<file path="config.mk">
export PLATFORM = sky130hd
export DESIGN_NAME = utf8_to_utf16_stream_decoder
export DESIGN_NICKNAME = d
export VERILOG_FILES = /design/src/u8u16_pkg.sv /design/src/utf8_to_utf16_stream_decoder.sv /design/src/u8u16_in_stage.sv /design/src/u8u16_core.sv
export VERILOG_INCLUDE_DIRS = /design/src /design/src/src
export SDC_FILE = /design/constraint.sdc
export NUM_CORES = 1
export LEC_CHECK = 0
export BUFFER_PORTS_ARGS = -buffer_cell sky130_fd_sc_hd__buf_4
export CAP_MARGIN = 20
export CORE_UTILIZATION = 25
export CTS_CLUSTER_SIZE = 20
export DETAILED_ROUTE_END_ITERATION = 7
export MAX_ROUTING_LAYER = met4
export PLACE_DENSITY = 0.43
export SLEW_MARGIN = 20
export SYNTH_ARGS = -nofsm -noshare
export SYNTH_HDL_FRONTEND = slang
export SYNTH_SLANG_ARGS = --single-unit
</file>
<file path="constraint.sdc">
create_clock -name i_clk -period 7.8 [get_ports i_clk]
set_input_delay 0 -clock i_clk [delete_from_list [all_inputs] [get_ports i_clk]]
set_output_delay 0 -clock i_clk [all_outputs]
set_load 0.01 [all_outputs]
</file>
<file path="src/utf8_to_utf16_stream_decoder_defines.svh">
// ---------------------------------------------------------------------------
// UTF-8 to UTF-16 decoder assertion macros
// Shared concurrent assertion forms for the decoder RTL.
// ---------------------------------------------------------------------------
`ifndef UTF8_TO_UTF16_STREAM_DECODER_DEFINES_SVH
`define UTF8_TO_UTF16_STREAM_DECODER_DEFINES_SVH

// Same-cycle implication, disabled while in reset
`define U8U16_ASSERT_NOW(lbl, clk, rst_n, ante, cons) \
    lbl: assert property (@(posedge clk) disable iff (!rst_n) (ante) |-> (cons)) \
        else $error("decoder assertion failed");

// Next-cycle implication, disabled while in reset
`define U8U16_ASSERT_NEXT(lbl, clk, rst_n, ante, cons) \
    lbl: assert property (@(posedge clk) disable iff (!rst_n) (ante) |=> (cons)) \
        else $error("decoder assertion failed");

`endif

</file>
<file path="src/u8u16_pkg.sv">
// ---------------------------------------------------------------------------
// UTF-8 to UTF-16 decoder package
// Byte class limits, sequence state codes and shared result types.
// ---------------------------------------------------------------------------
package u8u16_pkg;

    localparam int COUNT_BITS = 16;
    localparam int UNIT_W     = 16;
    localparam int BYTE_W     = 8;

    localparam logic [BYTE_W-1:0] C_ASCII_LIMIT   = 8'h80;
    localparam logic [BYTE_W-1:0] C_LEAD2_MIN     = 8'hC2;
    localparam logic [BYTE_W-1:0] C_LEAD3_MIN     = 8'hE0;
    localparam logic [BYTE_W-1:0] C_LEAD4_MIN     = 8'hF0;
    localparam logic [BYTE_W-1:0] C_E0_SECOND_MIN = 8'hA0;
    localparam logic [BYTE_W-1:0] C_TERMINATOR    = 8'h00;
    localparam logic [1:0]        C_CONT_TAG      = 2'b10;

    // Continuation bytes still expected
    localparam logic [1:0] P_NONE = 2'd0;
    localparam logic [1:0] P_ONE  = 2'd1;
    localparam logic [1:0] P_TWO  = 2'd2;

    localparam logic [COUNT_BITS-1:0] CNT_MAX = {COUNT_BITS{1'b1}};

    typedef struct packed {
        logic              has_result;
        logic [UNIT_W-1:0] code_unit;
        logic              bad_input;
        logic              string_end;
        logic [UNIT_W-1:0] unit_count;
    } t_result;

    typedef struct packed {
        logic error_seen;
        logic [1:0] bytes_pending;
    } t_status;

    // Reported count saturates at the 16-bit field maximum
    function automatic logic [UNIT_W-1:0] f_shown(input logic [COUNT_BITS-1:0] cnt);
        logic [31:0] wide;
        wide = 32'(cnt);
        return (wide > 32'h0000_FFFF) ? 16'hFFFF : wide[UNIT_W-1:0];
    endfunction

endpackage

</file>
<file path="src/utf8_to_utf16_stream_decoder.sv">
// ---------------------------------------------------------------------------
// UTF-8 to UTF-16 stream decoder (BMP, up to three-byte sequences)
// A result is held in the result register after its last byte passes the input register.
// Throughput: 1 byte per cycle unless the output stalls; input register and result register decouple.
// Reset: synchronous active-low; clears handshake and per-string state.
// ---------------------------------------------------------------------------
`include "utf8_to_utf16_stream_decoder_defines.svh"

module utf8_to_utf16_stream_decoder (
    input  logic        i_clk,
    input  logic        i_rst_n,
    input  logic        s_axis_tvalid,
    output logic        s_axis_tready,
    input  logic [7:0]  s_axis_tdata,   // [7:0] data_byte
    output logic        m_axis_tvalid,
    input  logic        m_axis_tready,
    output logic [31:0] m_axis_tdata,   // [15:0] code_unit, [31:16] unit_count
    output logic        m_axis_tuser,   // [0] bad_input
    output logic        m_axis_tlast    // string_end
);
    import u8u16_pkg::*;

    logic              in_valid;
    logic [BYTE_W-1:0] in_byte;
    logic              advance;
    t_result           step_res;
    t_status           core_stat;

    logic              r_out_valid;
    logic              n_out_valid;
    logic [UNIT_W-1:0] r_code_unit;
    logic [UNIT_W-1:0] r_unit_count;
    logic              r_bad;
    logic              r_end;

    // move the held byte through the decoder when the result slot is free
    assign advance = in_valid && (!r_out_valid || m_axis_tready);

    u8u16_in_stage u_in (
        .i_clk     (i_clk),
        .i_rst_n   (i_rst_n),
        .i_valid   (s_axis_tvalid),
        .i_byte    (s_axis_tdata),
        .o_ready   (s_axis_tready),
        .i_advance (advance),
        .o_valid   (in_valid),
        .o_byte    (in_byte)
    );

    u8u16_core u_core (
        .i_clk     (i_clk),
        .i_rst_n   (i_rst_n),
        .i_advance (advance),
        .i_byte    (in_byte),
        .o_res     (step_res),
        .o_stat    (core_stat)
    );

    assign n_out_valid = advance ? step_res.has_result : (r_out_valid && !m_axis_tready);

    always_ff @(posedge i_clk) begin
        if (!i_rst_n) begin
            r_out_valid <= 1'b0;
        end else begin
            r_out_valid <= n_out_valid;
        end
    end

    always_ff @(posedge i_clk) begin
        if (advance && step_res.has_result) begin
            r_code_unit  <= step_res.code_unit;
            r_unit_count <= step_res.unit_count;
            r_bad        <= step_res.bad_input;
            r_end        <= step_res.string_end;
        end
    end

    assign m_axis_tvalid = r_out_valid;
    assign m_axis_tdata  = {r_unit_count, r_code_unit};
    assign m_axis_tuser  = r_bad;
    assign m_axis_tlast  = r_end;

    `U8U16_ASSERT_NOW(a_bad_is_zero, i_clk, i_rst_n, m_axis_tvalid && m_axis_tuser, m_axis_tdata == 32'h0)
    `U8U16_ASSERT_NOW(a_end_unit_zero, i_clk, i_rst_n, m_axis_tvalid && m_axis_tlast, m_axis_tdata[15:0] == 16'h0)
    `U8U16_ASSERT_NOW(a_stall_blocks_in, i_clk, i_rst_n, in_valid && r_out_valid && !m_axis_tready, !s_axis_tready)
    `U8U16_ASSERT_NEXT(a_error_latched, i_clk, i_rst_n, advance && step_res.bad_input && !step_res.string_end, core_stat.error_seen && core_stat.bytes_pending == P_NONE)

endmodule

</file>
<file path="src/u8u16_in_stage.sv">
// ---------------------------------------------------------------------------
// UTF-8 decoder input stage
// Registers one incoming byte; refills in the same cycle it drains.
// ---------------------------------------------------------------------------
module u8u16_in_stage (
    input  logic                          i_clk,
    input  logic                          i_rst_n,
    input  logic                          i_valid,
    input  logic [u8u16_pkg::BYTE_W-1:0]  i_byte,
    output logic                          o_ready,
    input  logic                          i_advance,
    output logic                          o_valid,
    output logic [u8u16_pkg::BYTE_W-1:0]  o_byte
);
    import u8u16_pkg::*;

    logic              r_valid;
    logic              n_valid;
    logic [BYTE_W-1:0] r_byte;

    assign o_ready = !r_valid || i_advance;
    assign n_valid = (i_valid && o_ready) || (r_valid && !i_advance);

    always_ff @(posedge i_clk) begin
        if (!i_rst_n) begin
            r_valid <= 1'b0;
        end else begin
            r_valid <= n_valid;
        end
    end

    always_ff @(posedge i_clk) begin
        if (i_valid && o_ready) begin
            r_byte <= i_byte;
        end
    end

    assign o_valid = r_valid;
    assign o_byte  = r_byte;

endmodule

</file>
<file path="src/u8u16_core.sv">
// ---------------------------------------------------------------------------
// UTF-8 decoder sequence core
// Holds the per-string sequence state and decodes one byte per advance.
// ---------------------------------------------------------------------------
module u8u16_core (
    input  logic                          i_clk,
    input  logic                          i_rst_n,
    input  logic                          i_advance,
    input  logic [u8u16_pkg::BYTE_W-1:0]  i_byte,
    output u8u16_pkg::t_result            o_res,
    output u8u16_pkg::t_status            o_stat
);
    import u8u16_pkg::*;

    logic [1:0]            r_pending;
    logic [1:0]            n_pending;
    logic [UNIT_W-1:0]     r_partial;
    logic [UNIT_W-1:0]     n_partial;
    logic                  r_e0;
    logic                  n_e0;
    logic                  r_err;
    logic                  n_err;
    logic [COUNT_BITS-1:0] r_count;
    logic [COUNT_BITS-1:0] n_count;
    logic [COUNT_BITS-1:0] count_inc;
    logic                  is_cont;
    t_result               res;

    assign count_inc = (r_count == CNT_MAX) ? r_count : r_count + 1'b1;
    assign is_cont   = (i_byte[7:6] == C_CONT_TAG);

    always_comb begin
        n_pending = r_pending;
        n_partial = r_partial;
        n_e0      = r_e0;
        n_err     = r_err;
        n_count   = r_count;
        res       = '0;
        if (i_byte == C_TERMINATOR) begin
            // close the string and return to the reset state
            res.has_result = 1'b1;
            res.string_end = 1'b1;
            res.bad_input  = r_err || (r_pending != P_NONE);
            res.unit_count = res.bad_input ? '0 : f_shown(r_count);
            n_pending = P_NONE;
            n_partial = '0;
            n_e0      = 1'b0;
            n_err     = 1'b0;
            n_count   = '0;
        end else if (!r_err) begin
            if (r_pending == P_NONE) begin
                priority if (i_byte < C_ASCII_LIMIT) begin
                    res.has_result = 1'b1;
                    res.code_unit  = {8'h00, i_byte};
                    res.unit_count = f_shown(count_inc);
                    n_count        = count_inc;
                end else if (i_byte < C_LEAD2_MIN) begin
                    res.has_result = 1'b1;
                    res.bad_input  = 1'b1;
                    n_err          = 1'b1;
                end else if (i_byte < C_LEAD3_MIN) begin
                    n_partial = {5'b0, i_byte[4:0], 6'b0};
                    n_pending = P_ONE;
                    n_e0      = 1'b0;
                end else if (i_byte < C_LEAD4_MIN) begin
                    n_partial = {i_byte[3:0], 12'b0};
                    n_pending = P_TWO;
                    n_e0      = (i_byte == C_LEAD3_MIN);
                end else begin
                    res.has_result = 1'b1;
                    res.bad_input  = 1'b1;
                    n_err          = 1'b1;
                end
            end else if (!is_cont || (r_pending == P_TWO && r_e0
                                      && i_byte < C_E0_SECOND_MIN)) begin
                // bad continuation or overlong three-byte form: drop the sequence
                res.has_result = 1'b1;
                res.bad_input  = 1'b1;
                n_err          = 1'b1;
                n_pending      = P_NONE;
                n_partial      = '0;
                n_e0           = 1'b0;
            end else if (r_pending == P_TWO) begin
                n_partial = r_partial | {4'b0, i_byte[5:0], 6'b0};
                n_pending = P_ONE;
                n_e0      = 1'b0;
            end else begin
                res.has_result = 1'b1;
                res.code_unit  = r_partial | {10'b0, i_byte[5:0]};
                res.unit_count = f_shown(count_inc);
                n_count        = count_inc;
                n_pending      = P_NONE;
                n_partial      = '0;
                n_e0           = 1'b0;
            end
        end
    end

    always_ff @(posedge i_clk) begin
        if (!i_rst_n) begin
            r_pending <= P_NONE;
            r_partial <= '0;
            r_e0      <= 1'b0;
            r_err     <= 1'b0;
            r_count   <= '0;
        end else if (i_advance) begin
            r_pending <= n_pending;
            r_partial <= n_partial;
            r_e0      <= n_e0;
            r_err     <= n_err;
            r_count   <= n_count;
        end
    end

    assign o_res                = res;
    assign o_stat.error_seen    = r_err;
    assign o_stat.bytes_pending = r_pending;

endmodule
</file>
Yosys cells after proc, flatten, opt, wreduce, memory -nomap -nowiden
Index checks and enable logic that the tools add are counted.
- add/subtract/negate cells: 1
- magnitude comparators: 5
- equal/unequal tests: 11
- mux-type cells: 58
- bitwise logic cells: 2
- reduce and logical (&&, ||, !) cells: 23
- operators by type and width (kind ; number):
    two-way mux 16 bit ; 24
    < comparator 8 bit, second input constant ; 5
    two-way mux 18 bit ; 2
    two-way mux 1 bit ; 22
    two-way mux 17 bit ; 1
    adder 16 x 1 -> 16 bit, second input constant ; 1
    equality test 16 bit, second input constant ; 1
    two-way mux 2 bit ; 8
    bitwise OR 16 x 12 -> 16 bit ; 1
    bitwise OR 16 x 6 -> 16 bit ; 1
    AND reduction 5 bit ; 2
    inequality test 3 x 2 -> 1 bit, second input constant ; 3
    equality test 8 bit, second input constant ; 1
    logical NOT 8 bit ; 1
    two-way mux 8 bit ; 1
    logical AND 1 bit ; 7
    inequality test 3 x 1 -> 1 bit, second input constant ; 2
    logical NOT 1 bit ; 5
    logical OR 1 bit ; 5
    equality test 2 bit, second input constant ; 2
    inequality test 4 x 3 -> 1 bit, second input constant ; 1
    logical NOT 2 bit ; 1
    inequality test 2 bit, second input constant ; 1
    nonzero test 2 bit ; 1
    OR reduction 2 bit ; 1
- flip-flop bits (word level): 80
- input bits: 12
- output and inout port bits: 36
- word-level logic and storage cells: 112

Depth between registers and ports, before layout
Gate-level depths: netlist of run 1.
- word-level depth: 9
- mapped depth: 8
- depth with buffers taken out: 6

Modules after synthesis
A second synthesis of run 1 with hierarchy kept.
- cells, all modules: 343
- area, all modules: 3617.2 sq um
- modules (own cells, without submodules) (module ; instances ; cells an instance ; area each (sq um) ; seq. area each (sq um)):
    u8u16_core ; 1 ; 290 ; 2224.6 ; 600.6
    utf8_to_utf16_stream_decoder ; 1 ; 40 ; 1094.8 ; 1041.0
    u8u16_in_stage ; 1 ; 13 ; 297.8 ; 260.2

Worst setup path before layout of run 1
Ideal clock, no wire load.
- path type: reg2reg
- start point: register u_in.r_byte[4], in the netlist u_in.o_byte[4]
- end point: register r_end, in the netlist m_axis_tlast, enable pin
- library setup time: 0.425 ns
- arrival time: 2.745 ns
- required time: 7.375 ns
- setup slack: 4.630 ns
- cell stages (with the launch flop): 5
- buffers on the path: 0
- clock period less this slack: 3.170 ns
- cells stage by stage: edfxtp_1 or4_1 o211ai_1 a31oi_1 nor2_1
- longest elaborated chain between the ends: 9
- elaborated cells between the ends (all ways): 17
- classes of those cells: order compare (5); mux (8); reduce/logical (4)
- RTL lines (what ; RTL line ; RTL):
    start: declaration ; u8u16_in_stage.sv:19 ; logic [BYTE_W-1:0] r_byte;
    start signal: assignment ; u8u16_in_stage.sv:34 ; r_byte <= i_byte;
    < comparator 8 bit ; u8u16_core.sv:65 ; end else if (i_byte < C_LEAD4_MIN) begin
    two-way mux 1 bit ; u8u16_core.sv:65 ;
    two-way mux 1 bit ; u8u16_core.sv:61 ; end else if (i_byte < C_LEAD3_MIN) begin
    two-way mux 1 bit ; u8u16_core.sv:57 ; end else if (i_byte < C_LEAD2_MIN) begin
    two-way mux 1 bit ; u8u16_core.sv:52 ; priority if (i_byte < C_ASCII_LIMIT) begin
    two-way mux 18 bit ; u8u16_core.sv:51 ; if (r_pending == P_NONE) begin
    two-way mux 18 bit ; u8u16_core.sv:50 ; end else if (!r_err) begin
    two-way mux 1 bit (*) ; u8u16_core.sv:39 ; if (i_byte == C_TERMINATOR) begin
    logical AND 1 bit (*) ; utf8_to_utf16_stream_decoder.sv:70 ; if (advance && step_res.has_result) begin
    end signal: assignment ; utf8_to_utf16_stream_decoder.sv:74 ; r_end <= step_res.string_end;
    end: declaration ; utf8_to_utf16_stream_decoder.sv:34 ; logic r_end;
Mark *: on every way between the ends. The rest lies on a longest branch, timed or not.
A chain may end at the register's enable or synchronous reset.

Final worst setup path of run 1
- start point: register u_in.r_byte[4], in the netlist u_in.o_byte[4]
- end point: register r_unit_count[5], enable pin
- longest elaborated chain between the ends: 9
- elaborated cells between the ends (all ways): 17
- classes of those cells: order compare (5); mux (8); reduce/logical (4)
- RTL lines (what ; RTL line ; RTL):
    < comparator 8 bit ; u8u16_core.sv:65 ;
    two-way mux 1 bit ; u8u16_core.sv:65 ;
    two-way mux 1 bit ; u8u16_core.sv:61 ;
    two-way mux 1 bit ; u8u16_core.sv:57 ;
    two-way mux 1 bit ; u8u16_core.sv:52 ;
    two-way mux 18 bit ; u8u16_core.sv:51 ;
    two-way mux 18 bit ; u8u16_core.sv:50 ;
    two-way mux 1 bit (*) ; u8u16_core.sv:39 ;
    logical AND 1 bit (*) ; utf8_to_utf16_stream_decoder.sv:70 ;
    end signal: assignment ; utf8_to_utf16_stream_decoder.sv:72 ; r_unit_count <= step_res.unit_count;
    end: declaration ; utf8_to_utf16_stream_decoder.sv:32 ; logic [UNIT_W-1:0] r_unit_count;
Marked as above.

==> results.json, run 1 <==
{
  "status": "completed",
  "start_kind": "register",
  "maxCapViolations": 0,
  "critPathRequiredTime_ns": 7.76,
  "cts_max_level": 3,
  "dp_hpwl_mm": 5.91,
  "netlist_area_um2": 3420,
  "clock_latency_ns": 0.34,
  "slew_viol_final": 0,
  "initial_utilization_pct": 25.7,
  "io_pins": 48,
  "cts_resized": 0,
  "ir_drop_mv": 0.0868,
  "root_buffer": "clkbuf_16",
  "rsz0062_at_grt": "no",
  "power_density_nw_per_um2": 215,
  "grt_max_degree": 35,
  "fmax_mhz": 364,
  "slew-limit-headroom_pct": 32.4,
  "yosysWarnings": 0,
  "synth_nets": 332,
  "cts_setup_buffers": 0,
  "die_h_um": 119,
  "path_clk_slew_ns": 0.06,
  "fp.dieW_um": 119,
  "synth_top_area_cell": "edfxtp_1",
  "area_growth_pct": 26.6,
  "drc": 0,
  "synthAdderAreaFrac_pct": 0.366,
  "grt_pass1_wl_mm": 14.1,
  "ant_nets": 0,
  "port_buffers": 47,
  "layout-drive-gt1-share_pct": 21.1,
  "cts.path.max_buffers": 2,
  "fin_tns_setup_ns": 0,
  "synth.area.top_cells": "edfxtp_1 37%, dfxtp_1 19%, a21oi_1 3.7%, and2_1 3.5%, nand2_1 2.1%",
  "clkSinkCount": 74,
  "synth.area.mux_share_pct": 0.293,
  "cts_tree": "done",
  "gp_congestion": 0.869,
  "rows": 42,
  "synthCells": 319,
  "synth-seq-cells": 74,
  "cp-end-kind": "register",
  "dr.first_iter.drc_count": 206,
  "via_count": 2758,
  "worstMarginPinSlew_ns": 1.01,
  "core_area_um2": 13300,
  "worstPathArrival_ns": 2.71,
  "detail_route.wirelength_mm": 8.77,
  "ys.flop_type": "edfxtp_1",
  "worstHoldStart": "m_axis_tready",
  "synthArstFlopShare_pct": 0,
  "leakage_uw": 0.00154,
  "r2r_start": "u_in.o_byte[4]",
  "cp_max_fo": 34,
  "vias_per_cell": 5.01,
  "finalHoldViolCount": 0,
  "synth_compound_area_share_pct": 21.5,
  "cts_buffers": 9,
  "fp.dieArea_um2": 14200,
  "grt_usage_pct": 13.3,
  "synth.avg_cell_area_um2": 10.7,
  "grt_pass1_vias": 2652,
  "antenna_found_initial": 0,
  "criticalPathCategory": "reg2reg",
  "wire_per_inst_um": 15.9,
  "fin_crit_ns": 2.75,
  "finalSetupViolations": 0,
  "startpoint": "u_in.o_byte[4]",
  "synth-xor-area-share_pct": 0,
  "synth_edf_count": 42,
  "synth_top_family_by_area": "compound AO/OA/AOI/OAI gates",
  "yosysSeqAreaShare_pct": 55.6,
  "synth-simple-area-share_pct": 18.8,
  "antenna_cells": 0,
  "min_path_type": "in2reg",
  "overflow": 0,
  "yosysUniqueCellTypes": 55,
  "synth.top_cell.area_share_pct": 36.9,
  "post-route-util_pct": 32.6,
  "drt-pass1-iter-count": 5,
  "fin_nets": 383,
  "fin_skew_ns": 0.00509,
  "finalCritPeriodShare_pct": 35.3
}
-- area by class of cell --
cell class	count	area, um^2
Clock inverter	6	66.3
Multi-Input combinational cell	218	1410
Clock buffer	10	239
Sequential cell	74	1900
Inverter	9	33.8
Timing Repair Buffer	58	458
Tap cell	176	220
Fill cell	1329	8960
-- report_power, final --
part / total (uW) / switching [uW] / internal (uW)
logic: 72.2 / 40.9 / 31.2
clock network: 421 / 165 / 256
registers: 438 / 10.0 / 428
-- registers in the layout, indices dropped and copies added, names as in the netlist, 2 cells and up --
register          flops
r_code_unit          16
r_unit_count         16
u_core.r_count       16
u_core.r_partial     10
u_in.o_byte           8
u_core.r_pending      2
-- per-layer routing --
| metal | global-route usage, % | vias up | part of all wire (%) | wire [um] |
|---|---|---|---|---|
| met1 | 18.1 | 1330 | 50 | 4350 |
| met5 | - | - | 0 | 0 |
| met3 | 2.49 | 12 | 5.1 | 451 |
| met4 | 7.04 | 0 | 1.7 | 148 |
| li1 | - | 1327 | - | - |
| met2 | 18.6 | 89 | 44 | 3820 |
-- synthesized netlist by cell type (2+ instances only) --
master	count
clkbuf_1	12
o21a_1	5
a21o_1	4
or3_1	9
inv_1	8
o211ai_1	2
a32o_1	5
buf_2	5
nand4_1	11
nand2_1	19
a21oi_1	25
or4_1	2
nand2b_1	3
nor3_1	6
edfxtp_1	42
and3_1	6
nand3_1	5
o2111ai_1	3
and4_1	2
o22ai_1	5
and2_1	19
o2bb2ai_1	2
o21ai_0	11
a22oi_1	6
a22o_1	7
nor2_1	14
nor4_2	2
o31ai_1	2
o22a_1	2
o21ai_1	6
nor2b_1	7
dfxtp_1	32
a31oi_1	7
nor4bb_1	2
-- cell usage in the layout, fill, tap and decap left out, drive strengths merged, types with 3 or more instances in the layout --
| master | instances |
|---|---|
| a21boi | 3 |
| a21o | 4 |
| a21oi | 25 |
| a22o | 7 |
| a22oi | 6 |
| a31oi | 7 |
| a32o | 5 |
| and2 | 19 |
| and3 | 6 |
| buf | 49 |
| clkbuf | 10 |
| clkinvlp | 3 |
| dfxtp | 32 |
| dlygate4sd3 | 9 |
| edfxtp | 42 |
| inv | 9 |
| nand2 | 20 |
| nand2b | 3 |
| nand3 | 5 |
| nand4 | 11 |
| nor2 | 15 |
| nor2b | 7 |
| nor3 | 6 |
| o2111ai | 4 |
| o21a | 5 |
| o21ai | 18 |
| o22ai | 5 |
| or3 | 9 |
-- per-stage QoR --
step | hold WS, ns | cells | total power, uW | instance area, um^2 | setup WS [ns]
2_1_floorplan | 0.0989 | 319 | 485 | 3420 | 4.63
3_3_place_gp | 0.183 | 526 | 515 | 3940 | 5.07
3_5_place_dp | 0.181 | 526 | 515 | 3940 | 5.02
4_1_cts | 0.000949 | 551 | 943 | 4330 | 4.99
5_1_grt | 0.0287 | 551 | 967 | 4330 | 4.77
6_report | 0.0118 | 551 | 931 | 4330 | 5.05
-- final timing paths --
path | to | slack (ns) | cells past startpoint
min | u_in.o_valid | 0.01 | 4
max reg2reg | r_unit_count[5] | 5.05 | 4
max | r_unit_count[5] | 5.05 | 4
min reg2reg | u_core.r_e0 | 0.47 | 2
-- repair_timing --
action	in CTS	in global routing
endpoints found under the hold margin	9	0
endpoints found under the setup margin	0	0
hold buffers	9	0
-- kinds of logic (layout without fill, tap and decap cells) --
logic type,after synthesis,after routing
compound gates,103,103
fa+ha+maj,1,1
buf+inv,27,83
flops,74,74
mux,1,1
simple gates,113,113
-- worst max-delay path, cell delays in order, from the launching register on --
cell      delay (ns)
edfxtp_1        0.48
or4_1           0.63
o211ai_1        0.25
a31oi_1         0.20
nor2_4          0.81
(Power assumes the default switching activity.)
==> run 2: changes to the inputs <==
--- a/config.mk
+++ b/config.mk
@@ -12,7 +12,7 @@
 export CTS_CLUSTER_SIZE = 20
 export DETAILED_ROUTE_END_ITERATION = 7
 export MAX_ROUTING_LAYER = met4
-export PLACE_DENSITY = 0.43
+export PLACE_DENSITY = 0.45
 export SLEW_MARGIN = 20
 export SYNTH_ARGS = -nofsm -noshare
 export SYNTH_HDL_FRONTEND = slang
==> constraint.sdc (replaced) <==
create_clock -name i_clk -period 2.2 [get_ports i_clk]
set_input_delay 0 -clock i_clk [delete_from_list [all_inputs] [get_ports i_clk]]
set_output_delay 0 -clock i_clk [all_outputs]
set_load 0.01 [all_outputs]
==> run 2 against run 1 <==
  * Critical path depth increased by 1
  * First-iteration DRC count is 25% lower
  * Worst setup slack worse by 4.9 ns
  * Combinational power rose to 4.2 times the previous value
  * Final area up 5.7%
  * Routed wire length grew 2.0%
  * Critical path type unchanged
  * Largest cell class unchanged
  * Largest power group is now clock
==> results.json, run 2 (synthesis gave the netlist of run 1 again) <==
{
  "clock_latency_ns": 0.34,
  "rows": 42,
  "critPathMaxStageDelay_ns": 0.56,
  "post-route-util_pct": 34.4,
  "criticalPathCategory": "reg2reg",
  "finalHoldViolCount": 0,
  "r2r_cells": 5,
  "critPathRequiredTime_ns": 2.24,
  "grt_max_degree": 28,
  "leakage_uw": 0.00170,
  "cts_max_level": 3,
  "critical_path_depth": 5,
  "start_kind": "register",
  "slew-limit-headroom_pct": 68.8,
  "critPathTopFamily": "simple AND/OR/NAND/NOR gates",
  "worstPathArrival_ns": 2.12,
  "initial_utilization_pct": 25.7,
  "reg2reg_slack_ns": 0.12,
  "final_common_cell": "buf_4",
  "io_pins": 48,
  "cts_buffers": 9,
  "via_count": 2789,
  "overflow": 0,
  "detail_route.wirelength_mm": 8.95,
  "fin_tns_setup_ns": 0,
  "grt_pass1_wl_mm": 14.4,
  "worstMarginPinSlew_ns": 0.467,
  "slew_viol_final": 0,
  "layout_common_cells": "77 x buf_4, 42 x edfxtp_1, 32 x dfxtp_1",
  "die_h_um": 119,
  "area_growth_pct": 33.8,
  "power_density_nw_per_um2": 742,
  "dp_hpwl_mm": 6.41,
  "fin_crit_ns": 2.08,
  "layout-drive-gt1-share_pct": 27.0,
  "finalCritPeriodShare_pct": 94.7,
  "grt_usage_pct": 13.6,
  "fin_skew_ns": 0.00639,
  "grt_pass1_vias": 2681,
  "r2r_start": "u_in.o_byte[3]",
  "status": "completed",
  "fp.dieArea_um2": 14200,
  "startpoint": "u_in.o_byte[3]",
  "path_buf_inv": 1,
  "critical-path-slowest-cell": "or4_4",
  "gp_congestion": 0.865,
  "cts_setup_buffers": 0,
  "wire_per_inst_um": 15.4,
  "rr_endpoint": "r_unit_count[11]",
  "ir_drop_mv": 0.276,
  "fp.dieW_um": 119,
  "clkSinkCount": 74,
  "drt-pass1-iter-count": 4,
  "rsz0062_at_grt": "yes",
  "drc": 0,
  "reg_top3": "r_code_unit x16, r_unit_count x16, u_core.r_count x16",
  "cts_tree": "done",
  "cts.path.max_buffers": 2,
  "dr.first_iter.drc_count": 155,
  "core_area_um2": 13300,
  "finalSetupViolations": 0,
  "root_buffer": "clkbuf_16",
  "vias_per_cell": 4.81,
  "path_clk_slew_ns": 0.06,
  "crit_chain": "or4_4, o211ai_1, a31oi_1, nor2_4, buf_4",
  "fin_nets": 412,
  "fmax_mhz": 480,
  "antenna_found_initial": 0,
  "maxCapViolations": 0,
  "ant_nets": 0,
  "min_path_type": "in2reg",
  "critPathCapture": "r_unit_count[11]",
  "cp-end-kind": "register",
  "antenna_cells": 0,
  "cp_max_fo": 10,
  "port_buffers": 47
}
## run 2: cell types whose count changed in the layout (fill, tap and decap cells not counted)
| cell | before | now |
|---|---|---|
| buf_4 | 49 | 77 |
| clkinv_2 | 1 | 0 |
| nor4_4 | 0 | 1 |
| clkinvlp_4 | 3 | 1 |
| or4_1 | 2 | 1 |
| clkbuf_8 | 1 | 0 |
| inv_8 | 0 | 1 |
| clkinv_4 | 1 | 0 |
| nor4_2 | 2 | 1 |
| buf_12 | 0 | 1 |
| or4_4 | 0 | 1 |
| inv_6 | 0 | 4 |
## run 2: per-layer routing
metal	track usage [%]	share of wire [%]	vias up
li1	-	-	1383
met1	19.0	52	1322
met2	18.9	41	76
met3	2.87	4.9	8
met4	5.46	1.6	0
met5	-	0	-
## run 2: what timing repair did
| item | in CTS | in global routing |
|---|---|---|
| endpoints found under the hold margin | 9 | 0 |
| hold buffers | 9 | 0 |
| endpoints found under the setup margin | 0 | 11 |
| resized for setup | 0 | 1 |
## run 2: how the worst min path moves through the flow
stage                     slack (ns)            start  cells after the start              to
after global placement          0.18  s_axis_tdata[0]                      1  u_in.o_byte[0]
after detailed placement        0.18  s_axis_tdata[6]                      1  u_in.o_byte[6]
final                           0.01    m_axis_tready                      4    u_in.o_valid
after floorplan                  0.1  s_axis_tdata[0]                      0  u_in.o_byte[0]
after global routing            0.02    m_axis_tready                      4    u_in.o_valid
after CTS                    0.00003    m_axis_tready                      4    u_in.o_valid
## run 2: area by class of cell
| cell class | instances | area, um^2 |
|---|---|---|
| flip-flops and latches | 74 | 1900 |
| clock inverters | 7 | 83.8 |
| inverters | 9 | 33.8 |
| clock buffers | 9 | 225 |
| well taps | 176 | 220 |
| multi-input cells | 218 | 1420 |
| repair buffers | 87 | 688 |
| fillers | 1382 | 8720 |
## run 2: through the flow
step	setup WS [ns]	cells	hold slack, ns	cell area [um^2]	total power (uW)
6_report	0.116	580	0.0116	4580	3390
5_1_grt	-0.0161	580	0.0248	4580	3510
4_1_cts	0.0986	580	0.0000324	4570	3430
3_5_place_dp	0.124	555	0.179	4170	1860
3_3_place_gp	0.142	555	0.180	4170	1860
2_1_floorplan	-0.0669	319	0.0989	3430	1720
## run 2: power by group
part / switching, uW / internal, uW
Sequential: 29.5 / 1510
Combinational: 159 / 142
Clock: 647 / 903
Total: 836 / 2560
## run 2: worst register-to-register path: cells and delay by family, from the launching register on
kind / cells / cell delay [ns]
AO/OA/AOI/OAI: 2 / 0.37
buffers and inverters: 1 / 0.22
flip-flops: 1 / 0.46
AND/OR/NAND/NOR: 2 / 0.73
